==> config.mk <==
export PLATFORM = sky130hd
export DESIGN_NAME = postfix_expression_evaluator_flat
export DESIGN_NICKNAME = d
export VERILOG_FILES = /design/src/hw/rtl/pfe_pkg.sv /design/src/hw/rtl/pfe_in_if.sv /design/src/hw/rtl/pfe_out_if.sv /design/src/hw/rtl/pfe_ram.sv /design/src/hw/rtl/pfe_ctrl.sv /design/src/hw/rtl/pfe_datapath.sv /design/src/hw/rtl/postfix_expression_evaluator.sv /design/src/flat_wrapper.sv
export SDC_FILE = /design/constraint.sdc
export NUM_CORES = 2
export LEC_CHECK = 0
export ABC_AREA = 1
export BUFFER_PORTS_ARGS = -buffer_cell sky130_fd_sc_hd__buf_2
export CORE_AREA = 2 2 758 571
export DETAILED_ROUTE_END_ITERATION = 16
export DIE_AREA = 0 0 760 573
export GPL_TIMING_DRIVEN = 0
export PLACE_DENSITY_LB_ADDON = 0.08
export SYNTH_ARGS = -nofsm -noshare
export SYNTH_HDL_FRONTEND = slang
export SYNTH_HIERARCHICAL = 1
export SYNTH_SLANG_ARGS = --single-unit
==> constraint.sdc <==
create_clock -name clk_i -period 10.4 [get_ports clk_i]
set_input_delay 1.04 -clock clk_i [delete_from_list [all_inputs] [get_ports clk_i]]
set_output_delay 1.04 -clock clk_i [all_outputs]
set_load 0.01 [all_outputs]
==> src/hw/rtl/pfe_pkg.sv <==
`default_nettype none
// ----------------------------------------------------------------------------
// Postfix evaluator package
// Shared types, character codes and the symbol decoder of the postfix
// expression evaluator.
// ----------------------------------------------------------------------------
package pfe_pkg;

  localparam int unsigned VALUE_W   = 48;
  localparam int unsigned SYMBOL_W  = 8;
  localparam int unsigned MUL_STEPS = 4;

  localparam logic [SYMBOL_W-1:0] CHAR_ZERO  = 8'h30;
  localparam logic [SYMBOL_W-1:0] CHAR_NINE  = 8'h39;
  localparam logic [SYMBOL_W-1:0] CHAR_PLUS  = 8'h2B;
  localparam logic [SYMBOL_W-1:0] CHAR_MINUS = 8'h2D;
  localparam logic [SYMBOL_W-1:0] CHAR_STAR  = 8'h2A;
  localparam logic [SYMBOL_W-1:0] CHAR_SLASH = 8'h2F;

  localparam logic [VALUE_W-1:0] VAL_MAX = {1'b0, {(VALUE_W-1){1'b1}}};
  localparam logic [VALUE_W-1:0] VAL_MIN = {1'b1, {(VALUE_W-1){1'b0}}};

  typedef enum logic [2:0] {
    OP_DIGIT,
    OP_ADD,
    OP_SUB,
    OP_MUL,
    OP_DIV,
    OP_ZERO
  } op_e;

  typedef struct packed {
    logic load;
    logic pop;
    logic cap_right;
    logic cap_left;
    logic exec;
    logic mul_step;
    logic div_step;
    logic fin;
    logic push;
    logic out_load;
  } cmd_t;

  typedef struct packed {
    op_e  in_op;
    op_e  op;
    logic last;
    logic step_done;
    logic div_zero;
    logic out_busy;
  } sts_t;

  function automatic op_e decode_symbol(input logic [SYMBOL_W-1:0] sym);
    op_e op;
    op = OP_ZERO;
    if (sym inside {[CHAR_ZERO:CHAR_NINE]}) begin
      op = OP_DIGIT;
    end else begin
      case (sym)
        CHAR_PLUS:  op = OP_ADD;
        CHAR_MINUS: op = OP_SUB;
        CHAR_STAR:  op = OP_MUL;
        CHAR_SLASH: op = OP_DIV;
        default:    op = OP_ZERO;
      endcase
    end
    return op;
  endfunction

endpackage
`default_nettype wire

==> src/hw/rtl/pfe_in_if.sv <==
`default_nettype none
// ----------------------------------------------------------------------------
// Postfix evaluator input channel
// Carries one expression character per word.
// ----------------------------------------------------------------------------
interface pfe_in_if;
  logic       valid;
  logic       ready;
  logic [7:0] symbol;
  logic       end_of_expression;

  modport source (output valid, output symbol, output end_of_expression, input ready);
  modport sink   (input valid, input symbol, input end_of_expression, output ready);
endinterface
`default_nettype wire

==> src/hw/rtl/pfe_out_if.sv <==
`default_nettype none
// ----------------------------------------------------------------------------
// Postfix evaluator output channel
// Carries the final value and the sticky error flags per word.
// ----------------------------------------------------------------------------
interface pfe_out_if;
  logic        valid;
  logic        ready;
  logic [47:0] value;
  logic        underflow_seen;
  logic        overflow_seen;
  logic        divide_by_zero_seen;

  modport source (output valid, output value, output underflow_seen,
                  output overflow_seen, output divide_by_zero_seen, input ready);
  modport sink   (input valid, input value, input underflow_seen,
                  input overflow_seen, input divide_by_zero_seen, output ready);
endinterface
`default_nettype wire

==> src/hw/rtl/pfe_ram.sv <==
`default_nettype none
// ----------------------------------------------------------------------------
// Generic RAM
// One write port and one read port with registered read data.
// ----------------------------------------------------------------------------
module pfe_ram #(
  parameter int unsigned WIDTH = 48,
  parameter int unsigned DEPTH = 32
) (
  input  wire logic                                   clk_i,
  input  wire logic                                   wr_en_i,
  input  wire logic [((DEPTH > 1) ? $clog2(DEPTH) : 1)-1:0] wr_addr_i,
  input  wire logic [WIDTH-1:0]                       wr_data_i,
  input  wire logic                                   rd_en_i,
  input  wire logic [((DEPTH > 1) ? $clog2(DEPTH) : 1)-1:0] rd_addr_i,
  output      logic [WIDTH-1:0]                       rd_data_o
);

  logic [WIDTH-1:0] mem_q [DEPTH];

  always_ff @(posedge clk_i) begin
    if (wr_en_i) begin
      mem_q[wr_addr_i] <= wr_data_i;
    end
    if (rd_en_i) begin
      rd_data_o <= mem_q[rd_addr_i];
    end
  end

endmodule
`default_nettype wire

==> src/hw/rtl/pfe_ctrl.sv <==
`default_nettype none
// ----------------------------------------------------------------------------
// Postfix evaluator controller
// Sequences pops, arithmetic, pushes and the final result for each word.
// ----------------------------------------------------------------------------
module pfe_ctrl import pfe_pkg::*; (
  input  wire logic clk_i,
  input  wire logic rst_ni,
  input  wire logic in_valid_i,
  output      logic in_ready_o,
  input  wire sts_t sts_i,
  output      cmd_t cmd_o
);

  localparam logic [3:0] S_IDLE   = 4'd0;
  localparam logic [3:0] S_PUSH   = 4'd1;
  localparam logic [3:0] S_POP_R  = 4'd2;
  localparam logic [3:0] S_POP_L  = 4'd3;
  localparam logic [3:0] S_LOAD_L = 4'd4;
  localparam logic [3:0] S_EXEC   = 4'd5;
  localparam logic [3:0] S_MUL    = 4'd6;
  localparam logic [3:0] S_DIV    = 4'd7;
  localparam logic [3:0] S_FIN    = 4'd8;
  localparam logic [3:0] S_FPOP   = 4'd9;
  localparam logic [3:0] S_FCAP   = 4'd10;

  logic [3:0] state_q, state_d;

  always_comb begin
    state_d    = state_q;
    cmd_o      = '0;
    in_ready_o = 1'b0;
    case (state_q)
      S_IDLE: begin
        in_ready_o = 1'b1;
        if (in_valid_i) begin
          cmd_o.load = 1'b1;
          state_d    = (sts_i.in_op == OP_DIGIT) ? S_PUSH : S_POP_R;
        end
      end
      S_PUSH: begin
        cmd_o.push = 1'b1;
        state_d    = sts_i.last ? S_FPOP : S_IDLE;
      end
      S_POP_R: begin
        cmd_o.pop = 1'b1;
        state_d   = S_POP_L;
      end
      S_POP_L: begin
        cmd_o.cap_right = 1'b1;
        cmd_o.pop       = 1'b1;
        state_d         = S_LOAD_L;
      end
      S_LOAD_L: begin
        cmd_o.cap_left = 1'b1;
        state_d        = S_EXEC;
      end
      S_EXEC: begin
        cmd_o.exec = 1'b1;
        case (sts_i.op)
          OP_MUL:  state_d = S_MUL;
          OP_DIV:  state_d = sts_i.div_zero ? S_PUSH : S_DIV;
          default: state_d = S_PUSH;
        endcase
      end
      S_MUL: begin
        cmd_o.mul_step = 1'b1;
        if (sts_i.step_done) begin
          state_d = S_FIN;
        end
      end
      S_DIV: begin
        cmd_o.div_step = 1'b1;
        if (sts_i.step_done) begin
          state_d = S_FIN;
        end
      end
      S_FIN: begin
        cmd_o.fin = 1'b1;
        state_d   = S_PUSH;
      end
      S_FPOP: begin
        cmd_o.pop = 1'b1;
        state_d   = S_FCAP;
      end
      S_FCAP: begin
        if (!sts_i.out_busy) begin
          cmd_o.out_load = 1'b1;
          state_d        = S_IDLE;
        end
      end
      default: state_d = S_IDLE;
    endcase
  end

  always_ff @(posedge clk_i or negedge rst_ni) begin
    if (!rst_ni) begin
      state_q <= S_IDLE;
    end else begin
      state_q <= state_d;
    end
  end

endmodule
`default_nettype wire

==> src/hw/rtl/pfe_datapath.sv <==
`default_nettype none
// ----------------------------------------------------------------------------
// Postfix evaluator datapath
// Operand stack, sticky flags, shared multiply and divide unit and the
// output register.
// ----------------------------------------------------------------------------
module pfe_datapath import pfe_pkg::*; #(
  parameter int unsigned STACK_DEPTH   = 32,
  parameter int unsigned FRACTION_BITS = 16
) (
  input  wire logic                clk_i,
  input  wire logic                rst_ni,
  input  wire logic [SYMBOL_W-1:0] symbol_i,
  input  wire logic                last_i,
  input  wire cmd_t                cmd_i,
  output      sts_t                sts_o,
  output      logic                out_valid_o,
  input  wire logic                out_ready_i,
  output      logic [VALUE_W-1:0]  out_value_o,
  output      logic                out_udf_o,
  output      logic                out_ovf_o,
  output      logic                out_dz_o
);

  localparam int unsigned AW  = (STACK_DEPTH > 1) ? $clog2(STACK_DEPTH) : 1;
  localparam int unsigned CW  = $clog2(STACK_DEPTH + 1);
  localparam int unsigned NW  = VALUE_W + FRACTION_BITS;
  localparam int unsigned PW  = 2 * VALUE_W;
  localparam int unsigned HW  = VALUE_W / 2;
  localparam int unsigned SCW = $clog2(NW);
  localparam logic [CW-1:0]  DEPTH_C  = CW'(STACK_DEPTH);
  localparam logic [SCW-1:0] DIV_LAST = SCW'(NW - 1);
  localparam logic [SCW-1:0] MUL_LAST = SCW'(MUL_STEPS);

  op_e               op_q;
  logic              last_q;
  logic [CW-1:0]     count_q;
  logic              udf_q, ovf_q, dz_q;
  logic              pop_empty_q;
  logic              out_valid_q;
  logic [VALUE_W-1:0] left_q, right_q, mag_a_q, mag_b_q, res_q, rem_q, pp_q;
  logic              neg_q;
  logic [PW-1:0]     acc_q;
  logic [SCW-1:0]    cnt_q;

  logic [CW-1:0]      count_m1;
  logic [VALUE_W-1:0] rd_data, pop_val, pop_mag;
  logic               wr_en, rd_en;
  logic [VALUE_W:0]   sum_add, sum_sub;
  logic [VALUE_W-1:0] sat_add, sat_sub;
  logic [HW-1:0]      a_half, b_half;
  logic [VALUE_W-1:0] pp_next;
  logic [1:0]         prev_idx;
  logic [PW-1:0]      pp_ext, pp_shift;
  logic [VALUE_W:0]   rem_try, rem_diff;
  logic               q_bit;
  logic [PW-1:0]      mag_full, limit;
  logic [VALUE_W-1:0] fin_val;

  assign count_m1 = count_q - CW'(1);
  assign wr_en    = cmd_i.push && (count_q != DEPTH_C);
  assign rd_en    = cmd_i.pop && (count_q != '0);

  pfe_ram #(
    .WIDTH (VALUE_W),
    .DEPTH (STACK_DEPTH)
  ) u_stack (
    .clk_i     (clk_i),
    .wr_en_i   (wr_en),
    .wr_addr_i (count_q[AW-1:0]),
    .wr_data_i (res_q),
    .rd_en_i   (rd_en),
    .rd_addr_i (count_m1[AW-1:0]),
    .rd_data_o (rd_data)
  );

  assign pop_val = pop_empty_q ? '0 : rd_data;
  assign pop_mag = pop_val[VALUE_W-1] ? (~pop_val + VALUE_W'(1)) : pop_val;

  assign sum_add = {left_q[VALUE_W-1], left_q} + {right_q[VALUE_W-1], right_q};
  assign sum_sub = {left_q[VALUE_W-1], left_q} - {right_q[VALUE_W-1], right_q};
  assign sat_add = (sum_add[VALUE_W] != sum_add[VALUE_W-1]) ?
                   (sum_add[VALUE_W] ? VAL_MIN : VAL_MAX) : sum_add[VALUE_W-1:0];
  assign sat_sub = (sum_sub[VALUE_W] != sum_sub[VALUE_W-1]) ?
                   (sum_sub[VALUE_W] ? VAL_MIN : VAL_MAX) : sum_sub[VALUE_W-1:0];

  assign a_half  = cnt_q[0] ? mag_a_q[VALUE_W-1:HW] : mag_a_q[HW-1:0];
  assign b_half  = cnt_q[1] ? mag_b_q[VALUE_W-1:HW] : mag_b_q[HW-1:0];
  assign pp_next = a_half * b_half;
  assign prev_idx = cnt_q[1:0] - 2'd1;
  assign pp_ext   = PW'(pp_q);

  always_comb begin
    case (prev_idx)
      2'b00:   pp_shift = pp_ext;
      2'b11:   pp_shift = pp_ext << VALUE_W;
      default: pp_shift = pp_ext << HW;
    endcase
  end

  assign rem_try  = {rem_q, acc_q[NW-1]};
  assign rem_diff = rem_try - {1'b0, mag_b_q};
  assign q_bit    = (rem_try >= {1'b0, mag_b_q});

  assign mag_full = (op_q == OP_DIV) ? PW'(acc_q[NW-1:0]) : (acc_q >> FRACTION_BITS);
  assign limit    = neg_q ? PW'(VAL_MIN) : PW'(VAL_MAX);
  assign fin_val  = (mag_full > limit) ? (neg_q ? VAL_MIN : VAL_MAX) :
                    (neg_q ? (~mag_full[VALUE_W-1:0] + VALUE_W'(1)) : mag_full[VALUE_W-1:0]);

  always_ff @(posedge clk_i or negedge rst_ni) begin
    if (!rst_ni) begin
      op_q        <= OP_ZERO;
      last_q      <= 1'b0;
      count_q     <= '0;
      udf_q       <= 1'b0;
      ovf_q       <= 1'b0;
      dz_q        <= 1'b0;
      pop_empty_q <= 1'b0;
      out_valid_q <= 1'b0;
    end else begin
      if (cmd_i.load) begin
        op_q   <= decode_symbol(symbol_i);
        last_q <= last_i;
      end
      if (cmd_i.pop) begin
        if (count_q == '0) begin
          udf_q       <= 1'b1;
          pop_empty_q <= 1'b1;
        end else begin
          count_q     <= count_m1;
          pop_empty_q <= 1'b0;
        end
      end
      if (cmd_i.push) begin
        if (count_q == DEPTH_C) begin
          ovf_q <= 1'b1;
        end else begin
          count_q <= count_q + CW'(1);
        end
      end
      if (cmd_i.exec && (op_q == OP_DIV) && (mag_b_q == '0)) begin
        dz_q <= 1'b1;
      end
      if (cmd_i.out_load) begin
        count_q     <= '0;
        udf_q       <= 1'b0;
        ovf_q       <= 1'b0;
        dz_q        <= 1'b0;
        out_valid_q <= 1'b1;
      end else if (out_ready_i) begin
        out_valid_q <= 1'b0;
      end
    end
  end

  always_ff @(posedge clk_i) begin
    if (cmd_i.load) begin
      res_q <= VALUE_W'(symbol_i - CHAR_ZERO) << FRACTION_BITS;
    end
    if (cmd_i.cap_right) begin
      right_q <= pop_val;
      mag_b_q <= pop_mag;
    end
    if (cmd_i.cap_left) begin
      left_q  <= pop_val;
      mag_a_q <= pop_mag;
    end
    if (cmd_i.exec) begin
      neg_q <= left_q[VALUE_W-1] ^ right_q[VALUE_W-1];
      cnt_q <= '0;
      case (op_q)
        OP_ADD: res_q <= sat_add;
        OP_SUB: res_q <= sat_sub;
        OP_MUL: acc_q <= '0;
        OP_DIV: begin
          res_q <= left_q[VALUE_W-1] ? VAL_MIN : VAL_MAX;
          acc_q <= PW'(mag_a_q) << FRACTION_BITS;
          rem_q <= '0;
        end
        default: res_q <= '0;
      endcase
    end
    if (cmd_i.mul_step) begin
      if (cnt_q < MUL_LAST) begin
        pp_q <= pp_next;
      end
      if (cnt_q != '0) begin
        acc_q <= acc_q + pp_shift;
      end
      cnt_q <= cnt_q + SCW'(1);
    end
    if (cmd_i.div_step) begin
      rem_q <= q_bit ? rem_diff[VALUE_W-1:0] : rem_try[VALUE_W-1:0];
      acc_q <= {acc_q[PW-2:0], q_bit};
      cnt_q <= cnt_q + SCW'(1);
    end
    if (cmd_i.fin) begin
      res_q <= fin_val;
    end
    if (cmd_i.out_load) begin
      out_value_o <= pop_val;
      out_udf_o   <= udf_q;
      out_ovf_o   <= ovf_q;
      out_dz_o    <= dz_q;
    end
  end

  assign out_valid_o     = out_valid_q;
  assign sts_o.in_op     = decode_symbol(symbol_i);
  assign sts_o.op        = op_q;
  assign sts_o.last      = last_q;
  assign sts_o.step_done = (op_q == OP_DIV) ? (cnt_q == DIV_LAST) : (cnt_q == MUL_LAST);
  assign sts_o.div_zero  = (mag_b_q == '0);
  assign sts_o.out_busy  = out_valid_q && !out_ready_i;

  a_count_bound: assert property (@(posedge clk_i) disable iff (!rst_ni)
    count_q <= DEPTH_C)
    else $error("Stack count exceeds the stack depth.");

  a_empty_pop: assert property (@(posedge clk_i) disable iff (!rst_ni)
    (cmd_i.pop && count_q == '0) |=> (udf_q && pop_empty_q))
    else $error("A pop from an empty stack did not raise underflow.");

  a_clear: assert property (@(posedge clk_i) disable iff (!rst_ni)
    cmd_i.out_load |=> (count_q == '0 && !udf_q && !ovf_q && !dz_q && out_valid_q))
    else $error("Stack and flags did not clear when the result was loaded.");

endmodule
`default_nettype wire

==> src/hw/rtl/postfix_expression_evaluator.sv <==
`default_nettype none
// ----------------------------------------------------------------------------
// Postfix expression evaluator
// Evaluates a postfix expression of digits and arithmetic operators on a
// saturating signed fixed-point operand stack held in RAM.
// ----------------------------------------------------------------------------
// A digit word is a single push; add, subtract and unknown characters pop, execute and push.
// A multiply forms four 24x24 partial products on one multiplier.
// A divide by a nonzero value produces one quotient bit per cycle in the
// restoring divider, for 48 + FRACTION_BITS bits. An end-marked word adds the
// final pop and waits while an unaccepted earlier result holds the output.
// Words are taken one at a time. Reset empties the stack and clears all flags.
module postfix_expression_evaluator import pfe_pkg::*; #(
  parameter int unsigned STACK_DEPTH   = 32,
  parameter int unsigned FRACTION_BITS = 16
) (
  input wire logic clk_i,
  input wire logic rst_ni,
  pfe_in_if.sink    in_i,
  pfe_out_if.source out_o
);

  cmd_t cmd;
  sts_t sts;

  pfe_ctrl u_ctrl (
    .clk_i      (clk_i),
    .rst_ni     (rst_ni),
    .in_valid_i (in_i.valid),
    .in_ready_o (in_i.ready),
    .sts_i      (sts),
    .cmd_o      (cmd)
  );

  pfe_datapath #(
    .STACK_DEPTH   (STACK_DEPTH),
    .FRACTION_BITS (FRACTION_BITS)
  ) u_datapath (
    .clk_i       (clk_i),
    .rst_ni      (rst_ni),
    .symbol_i    (in_i.symbol),
    .last_i      (in_i.end_of_expression),
    .cmd_i       (cmd),
    .sts_o       (sts),
    .out_valid_o (out_o.valid),
    .out_ready_i (out_o.ready),
    .out_value_o (out_o.value),
    .out_udf_o   (out_o.underflow_seen),
    .out_ovf_o   (out_o.overflow_seen),
    .out_dz_o    (out_o.divide_by_zero_seen)
  );

endmodule
`default_nettype wire

==> src/flat_wrapper.sv <==
// flat-port wrapper written by rule: the top's interface ports become plain ports
module postfix_expression_evaluator_flat import pfe_pkg::*;
#(
  parameter int unsigned STACK_DEPTH   = 32,
  parameter int unsigned FRACTION_BITS = 16
)
  (clk_i, rst_ni, in_i_valid, in_i_symbol, in_i_end_of_expression, in_i_ready, out_o_valid, out_o_value, out_o_underflow_seen, out_o_overflow_seen, out_o_divide_by_zero_seen, out_o_ready);
  pfe_in_if in_i_i ();
  pfe_out_if out_o_i ();
  input wire logic clk_i;
  input wire logic rst_ni;
  input wire logic [$bits(in_i_i.valid)-1:0] in_i_valid;
  input wire logic [$bits(in_i_i.symbol)-1:0] in_i_symbol;
  input wire logic [$bits(in_i_i.end_of_expression)-1:0] in_i_end_of_expression;
  output wire logic [$bits(in_i_i.ready)-1:0] in_i_ready;
  output wire logic [$bits(out_o_i.valid)-1:0] out_o_valid;
  output wire logic [$bits(out_o_i.value)-1:0] out_o_value;
  output wire logic [$bits(out_o_i.underflow_seen)-1:0] out_o_underflow_seen;
  output wire logic [$bits(out_o_i.overflow_seen)-1:0] out_o_overflow_seen;
  output wire logic [$bits(out_o_i.divide_by_zero_seen)-1:0] out_o_divide_by_zero_seen;
  input wire logic [$bits(out_o_i.ready)-1:0] out_o_ready;
  assign in_i_i.valid = in_i_valid;
  assign in_i_i.symbol = in_i_symbol;
  assign in_i_i.end_of_expression = in_i_end_of_expression;
  assign in_i_ready = in_i_i.ready;
  assign out_o_valid = out_o_i.valid;
  assign out_o_value = out_o_i.value;
  assign out_o_underflow_seen = out_o_i.underflow_seen;
  assign out_o_overflow_seen = out_o_i.overflow_seen;
  assign out_o_divide_by_zero_seen = out_o_i.divide_by_zero_seen;
  assign out_o_i.ready = out_o_ready;
  postfix_expression_evaluator #(.STACK_DEPTH(STACK_DEPTH), .FRACTION_BITS(FRACTION_BITS)) u_core (.clk_i(clk_i), .rst_ni(rst_ni), .in_i(in_i_i), .out_o(out_o_i));
endmodule
**Yosys cells after proc, flatten, opt, wreduce, memory -nomap -nowiden**

Memories as Yosys holds them, arrays and structs flattened. A register that Yosys moved wholly into a read port is not among the register bits.
Index checks and enable logic that the tools add are counted.
Widths: inputs -> output; s select.

- Add/sub/neg operators: 11
- Multiply operators: 1
- Magnitude comparators: 5
- Eq/ne operators: 28
- Muxes and demuxes: 73
- Bitwise gates (word level): 3
- Reductions and logical operators: 30

Operators with widths:

| cell | count |
|---|---|
| $mux 48 | 18 |
| $mux 96 | 4 |
| $pmux 96 s2 | 2 |
| $pmux 48 s4 | 1 |
| $add 48x1->48 const B | 2 |
| $add 96x96->96 | 1 |
| $not 48->48 | 2 |
| $gt 80x48->1 | 1 |
| $mux 80 | 1 |
| $add 48x48->49 | 1 |
| $ge 49x48->1 | 1 |
| $sub 48x48->49 | 1 |
| $logic_not 48->1 | 1 |
| $mul 24x24->48 | 1 |
| $mux 24 | 2 |
| $mux 6 | 8 |
| $sub 48x48->48 | 1 |
| $pmux 4 s10 | 1 |
| $eq 8x6->1 const B | 4 |
| $mux 1 | 27 |
| $eq 4x3->1 const B | 4 |
| $mux 4 | 4 |
| $reduce_bool 2->1 | 8 |
| $add 6x1->6 const B | 2 |
| other kinds (36) | 53 |

- Bits in registers: 509
- Bits in writable memories: 1,536
- Input port bits: 13
- Output and inout port bits: 53
- Logic and storage cells: 175
- Memories kept: 1

Memory list:

| memory | words | width | rd ports | clocked after memory_dff | write ports | line | RTL |
|---|---|---|---|---|---|---|---|
| u_core.u_datapath.u_stack.mem_q | 32 | 48 | 1 | 1 | 1 | pfe_ram.sv:19 | `logic [WIDTH-1:0] mem_q [DEPTH];` |

**Depth between registers and ports, before layout**

- Depth in word-level cells: 7
- Depth in mapped cells: 35
- Mapped depth without buffers: 33

**Cells and area by module**

The synthesis kept the hierarchy.

By module, submodules not included:

| module | times used | cells each | area each (um2) | sequential area each (um2) |
|---|---|---|---|---|
| pfe_datapath | 1 | 9,190 | 64,200.3 | 13,590.5 |
| pfe_ram | 1 | 5,279 | 63,437.1 | 47,565.6 |
| pfe_ctrl | 1 | 77 | 419.2 | 100.1 |

**Worst setup path before layout**

No wires, ideal clock.

- Path type: flip-flop to flip-flop
- From: register u_core.u_datapath.cnt_q[0]
- To: register u_core.u_datapath.pp_q[36] (data pin)
- Setup time: 259 ps
- Arrival: 6,869 ps
- Required time: 10,141 ps
- Setup slack: 3,272 ps
- Cell stages (with the launch flop): 31
- Path buffers: 3
- Clock period less this slack: 7,128 ps
- Cells stage by stage: edfxtp_1 -> clkbuf_1 -> clkbuf_1 -> o21ai_1 -> inv_1 -> clkbuf_1 -> nand2_1 -> fa_1 -> inv_1 -> fa_1 -> inv_1 -> fa_1 -> fa_1 -> inv_1 -> fa_1 -> fa_1 -> inv_1 -> fa_1 -> inv_1 -> ha_1 -> nand2_1 -> nor2_1 -> inv_1 -> nor3_1 -> a21oi_1 -> o21ai_0 -> nand2_1 -> nand2_1 -> nand2_1 -> nand2_1 -> xor2_1

- Cells in the longest elaborated chain, start to end: 2

Ends and longest elaborated chain:

| what | line | RTL |
|---|---|---|
| from (decl) | pfe_datapath.sv:44 | `logic [SCW-1:0] cnt_q;` |
| from (signal assigned) | pfe_datapath.sv:190 | `cnt_q <= cnt_q + SCW'(1);` |
| from (signal assigned) | pfe_datapath.sv:195 | `cnt_q <= cnt_q + SCW'(1);` |
| $mux 24 | pfe_datapath.sv:87 | `assign a_half = cnt_q[0] ? mag_a_q[VALUE_W-1:HW] : mag_a_q[HW-1:0];` |
| $mul 24x24->48 | pfe_datapath.sv:89 | `assign pp_next = a_half * b_half;` |
| via u_core.u_datapath.pp_next[36] | pfe_datapath.sv:52 | `logic [VALUE_W-1:0] pp_next;` |
| to (signal assigned) | pfe_datapath.sv:185 | `pp_q <= pp_next;` |
| to (decl) | pfe_datapath.sv:41 | `logic [VALUE_W-1:0] left_q, right_q, mag_a_q, mag_b_q, res_q, rem_q, pp_q;` |

The timed path passes the listed nets, and every way through them passes these cells.
A chain may end at the register's enable or synchronous reset.

**Worst setup path after layout**

- From: register u_core.u_datapath.cnt_q[0]
- To: register u_core.u_datapath.pp_q[34] (data pin)

Same word-level chain as after synthesis.

==> flow_summary.json <==
{
  "outcome": "complete, but fails checks",
  "violations": "capacitance limit, slew limit",
  "path_buf_inv": 7,
  "ys_seq_elements": 2091,
  "grt_use_total": 0.2838,
  "synth.top_cells.by_count": "nand2_1, edfxtp_1, inv_1",
  "ys_types": 66,
  "crit_arrival_ps": 10630,
  "antenna_found_initial": 84,
  "post-route-min-period_ps": 9923,
  "fmax_mhz": 100.8,
  "placed_cell_area_sq_um": 138900,
  "dieWidth_microns": 760,
  "clkLatencyLatePin_ps": 1010,
  "finalInstanceArea_sq_um": 146600,
  "final_hold_viol_count": 0,
  "top_usage_layer": "met1",
  "setup_violations": 0,
  "grt_pass1_vias": 101300,
  "core-area_sq_um": 427300,
  "cts_tree": "yes",
  "vias": 109700,
  "syn_area_per_cell_sq_um": 8.804,
  "synth_xor_area_frac": 0.01587,
  "use_met3": 0.09175,
  "clkTransAtPathRegs_ps": 60,
  "ctsHtreeMaxLevel": 4,
  "synth.area.mux_share": 0.0001563,
  "chipHeight_microns": 573,
  "grt_max_degree": 51,
  "area_growth_syn_to_layout_pct": 14.49,
  "clock_path_buffers": 4,
  "drtAntennaViolNets": 0,
  "cap_viol_max_count": 9,
  "yosys.area_share.adder": 0.1221,
  "cts_setup_buffers": 0,
  "critPathKind": "flip-flop to flip-flop",
  "async_reset_ff_frac": 0.009087,
  "relSlewSlack": -0.09587,
  "grt_pass1_wl_microns": 861000,
  "reg2reg_depth": 28,
  "synthCells": 14550,
  "maxSlewViolCount": 37,
  "drtPass1Iterations": 8,
  "seqCellArea_sq_um": 61320,
  "routed_via_density": 5.247,
  "rsz0062_at_grt": "false",
  "holdBufCountCts": 0,
  "r2r_end": "u_core/u_datapath/pp_q[34]$_DFFE_PP_",
  "dpl.hpwl_microns": 510600,
  "ys_seq_area_frac": 0.4784,
  "gp_congestion": 1.057,
  "crit_top_cell": "fa_1",
  "port_buffers": 65,
  "cp_slowest_cell": "o21ai_0",
  "first_iter_violations": 14190,
  "die_area_sq_um": 435500,
  "finalWirelength_microns": 639000,
  "syn-cell-area_sq_um": 128100,
  "start_util": 0.2997,
  "synth_top_family_by_area": "simple AND/OR/NAND/NOR gates",
  "synthTopCellsByArea": "edfxtp_1, nand2_1, fa_1, nand3_1, inv_1",
  "yosysMostFrequentCell": "nand2_1",
  "multi_input_area_sq_um": 57450,
  "fill_cells": 45040,
  "cts_root_buffer": "clkbuf_16",
  "met1_usage": 0.4443,
  "cts_sinks": 2091,
  "drc_errors": 0,
  "finalNetCount": 15980,
  "cp_max_fo": 10,
  "endpoint_kind": "flip-flop",
  "tightestPinTransition_ps": 1644,
  "required_ps": 11110,
  "wire_per_inst_microns": 30.56,
  "drive_above_1_share": 0.07564,
  "synth_compound_area_frac": 0.07375,
  "synth_fp_nets": 15520,
  "r2r_slack_ps": 480,
  "io_pins": 66,
  "critPathMaxStageDelay_ps": 1270,
  "regToRegStartpoint": "u_core/u_datapath/cnt_q[0]$_DFFE_PP_",
  "synth-main-ff-cell": "edfxtp_1",
  "rows": 208,
  "grt_use_met2": 0.3725,
  "numCtsBuffers": 237,
  "grt_overflow_total": 0,
  "yosys.area_share.simple": 0.2339,
  "yosysWarnings": 6,
  "critPathTopFamily": "adder cells",
  "startpoint_type": "flip-flop",
  "timing.final.crit_share": 0.9541,
  "synthDominantAreaCellType": "edfxtp_1",
  "synth_top_area_share": 0.4521,
  "synth-edff-count": 1928,
  "fin_skew_ps": 143.6,
  "cts.repair.resized": 0,
  "hold_path_class": "input port to asynchronous set/reset pin"
}
-- routing by layer --
layer	vias up	routed length (microns)	part of all wire
li1	49150	-	-
met1	55170	310700	0.49
met2	4875	240700	0.38
met3	519	73580	0.12
met4	8	14060	0.022
met5	-	56	0.000088
-- state kept, by name (all words and copies together), names as in the netlist, 3 cells and up --
name,flops
u_core/u_ctrl/state_q,4
u_core/u_datapath/acc_q,96
u_core/u_datapath/cnt_q,6
u_core/u_datapath/count_q,6
u_core/u_datapath/left_q,48
u_core/u_datapath/mag_a_q,47
u_core/u_datapath/mag_b_q,47
u_core/u_datapath/op_q,3
u_core/u_datapath/out_value_o,48
u_core/u_datapath/pp_q,48
u_core/u_datapath/rem_q,48
u_core/u_datapath/res_q,48
u_core/u_datapath/right_q,48
u_core/u_datapath/u_stack/mem_q,1536
u_core/u_datapath/u_stack/rd_data_o,48
-- per-stage QoR --
stage	hold slack [ps]	setup WS, ps	setup TNS [ps]	util	std cells
after CTS	75.66	598.1	0	0.3428	20870
after detailed placement	451.1	662.9	0	0.3250	20440
after floorplan	424.9	3272	0	-	14550
final	150.3	477.4	0	0.3431	20910
after global routing	138.7	114.0	0	0.3429	20890
after global placement	435.5	-2415	-120600	0.3170	20280
-- area by class of cell --
cell class	instances	area share
Clock inverter	143	0.009422
Tap cell	5670	0.04839
Antenna cell	38	0.0006486
Timing Repair Buffer	226	0.02250
Sequential cell	2091	0.4182
Clock buffer	288	0.04255
Buffer	650	0.02302
Multi-Input combinational cell	10110	0.3919
Inverter	1692	0.04337
-- layout by cell type (no fill, tap or decap), types with 27 or more instances in the layout --
cell type,synthesis,routed
buf_1,45,44
o211ai_1,40,40
o21ai_2,19,43
fa_1,486,486
inv_1,1656,1654
o22ai_1,53,53
nand4_1,94,94
o21ai_1,52,56
buf_2,215,280
xnor2_1,56,56
nor3_1,74,74
ha_1,472,472
nand3_1,1593,1593
xor2_1,176,175
buf_4,55,75
a21oi_1,717,717
o21bai_1,64,62
a21o_1,36,36
nand2_1,4179,4178
dfxtp_1,144,96
a31oi_1,39,39
nor2_4,3,36
nor2_1,1129,1092
edfxtp_1,1928,1928
dfxtp_2,0,48
or2_2,27,27
buf_12,0,93
nor4_1,47,46
clkbuf_16,0,242
clkinv_2,0,38
clkbuf_1,276,315
nand3b_1,28,28
diode_2,0,38
o21ai_0,527,499
buf_6,57,66
clkinv_1,16,64
-- kinds of logic (layout without fill, tap and decap cells) --
logic type	count (synthesis)	in the layout
adder cells (fa/ha/maj)	958	958
XOR/XNOR	232	232
flip-flops	2091	2091
buffers and inverters	2342	2999
AND/OR/NAND/NOR	7232	7232
other	0	38
AO/OA/AOI/OAI	1689	1689
multiplexers	2	2
-- worst max path at each step --
stage / start / to / slack (ps) / cells after the start
6_report: u_core/u_datapath/cnt_q[0]$_DFFE_PP_ / u_core/u_datapath/pp_q[34]$_DFFE_PP_ / 480 / 28
5_1_grt: u_core/u_datapath/cnt_q[0]$_DFFE_PP_ / u_core/u_datapath/pp_q[36]$_DFFE_PP_ / 110 / 30
4_1_cts: u_core/u_datapath/cnt_q[0]$_DFFE_PP_ / u_core/u_datapath/pp_q[34]$_DFFE_PP_ / 600 / 30
3_5_place_dp: u_core/u_datapath/cnt_q[0]$_DFFE_PP_ / u_core/u_datapath/pp_q[34]$_DFFE_PP_ / 660 / 30
3_3_place_gp: out_o_ready / u_core/u_datapath/count_q[1]$_DFF_PN0_ / -2410 / 7
2_1_floorplan: u_core/u_datapath/cnt_q[0]$_DFFE_PP_ / u_core/u_datapath/pp_q[36]$_DFFE_PP_ / 3270 / 30
Power is not shown: default switching activity piles up to over one toggle a cycle in this logic, so the estimate is an artifact.
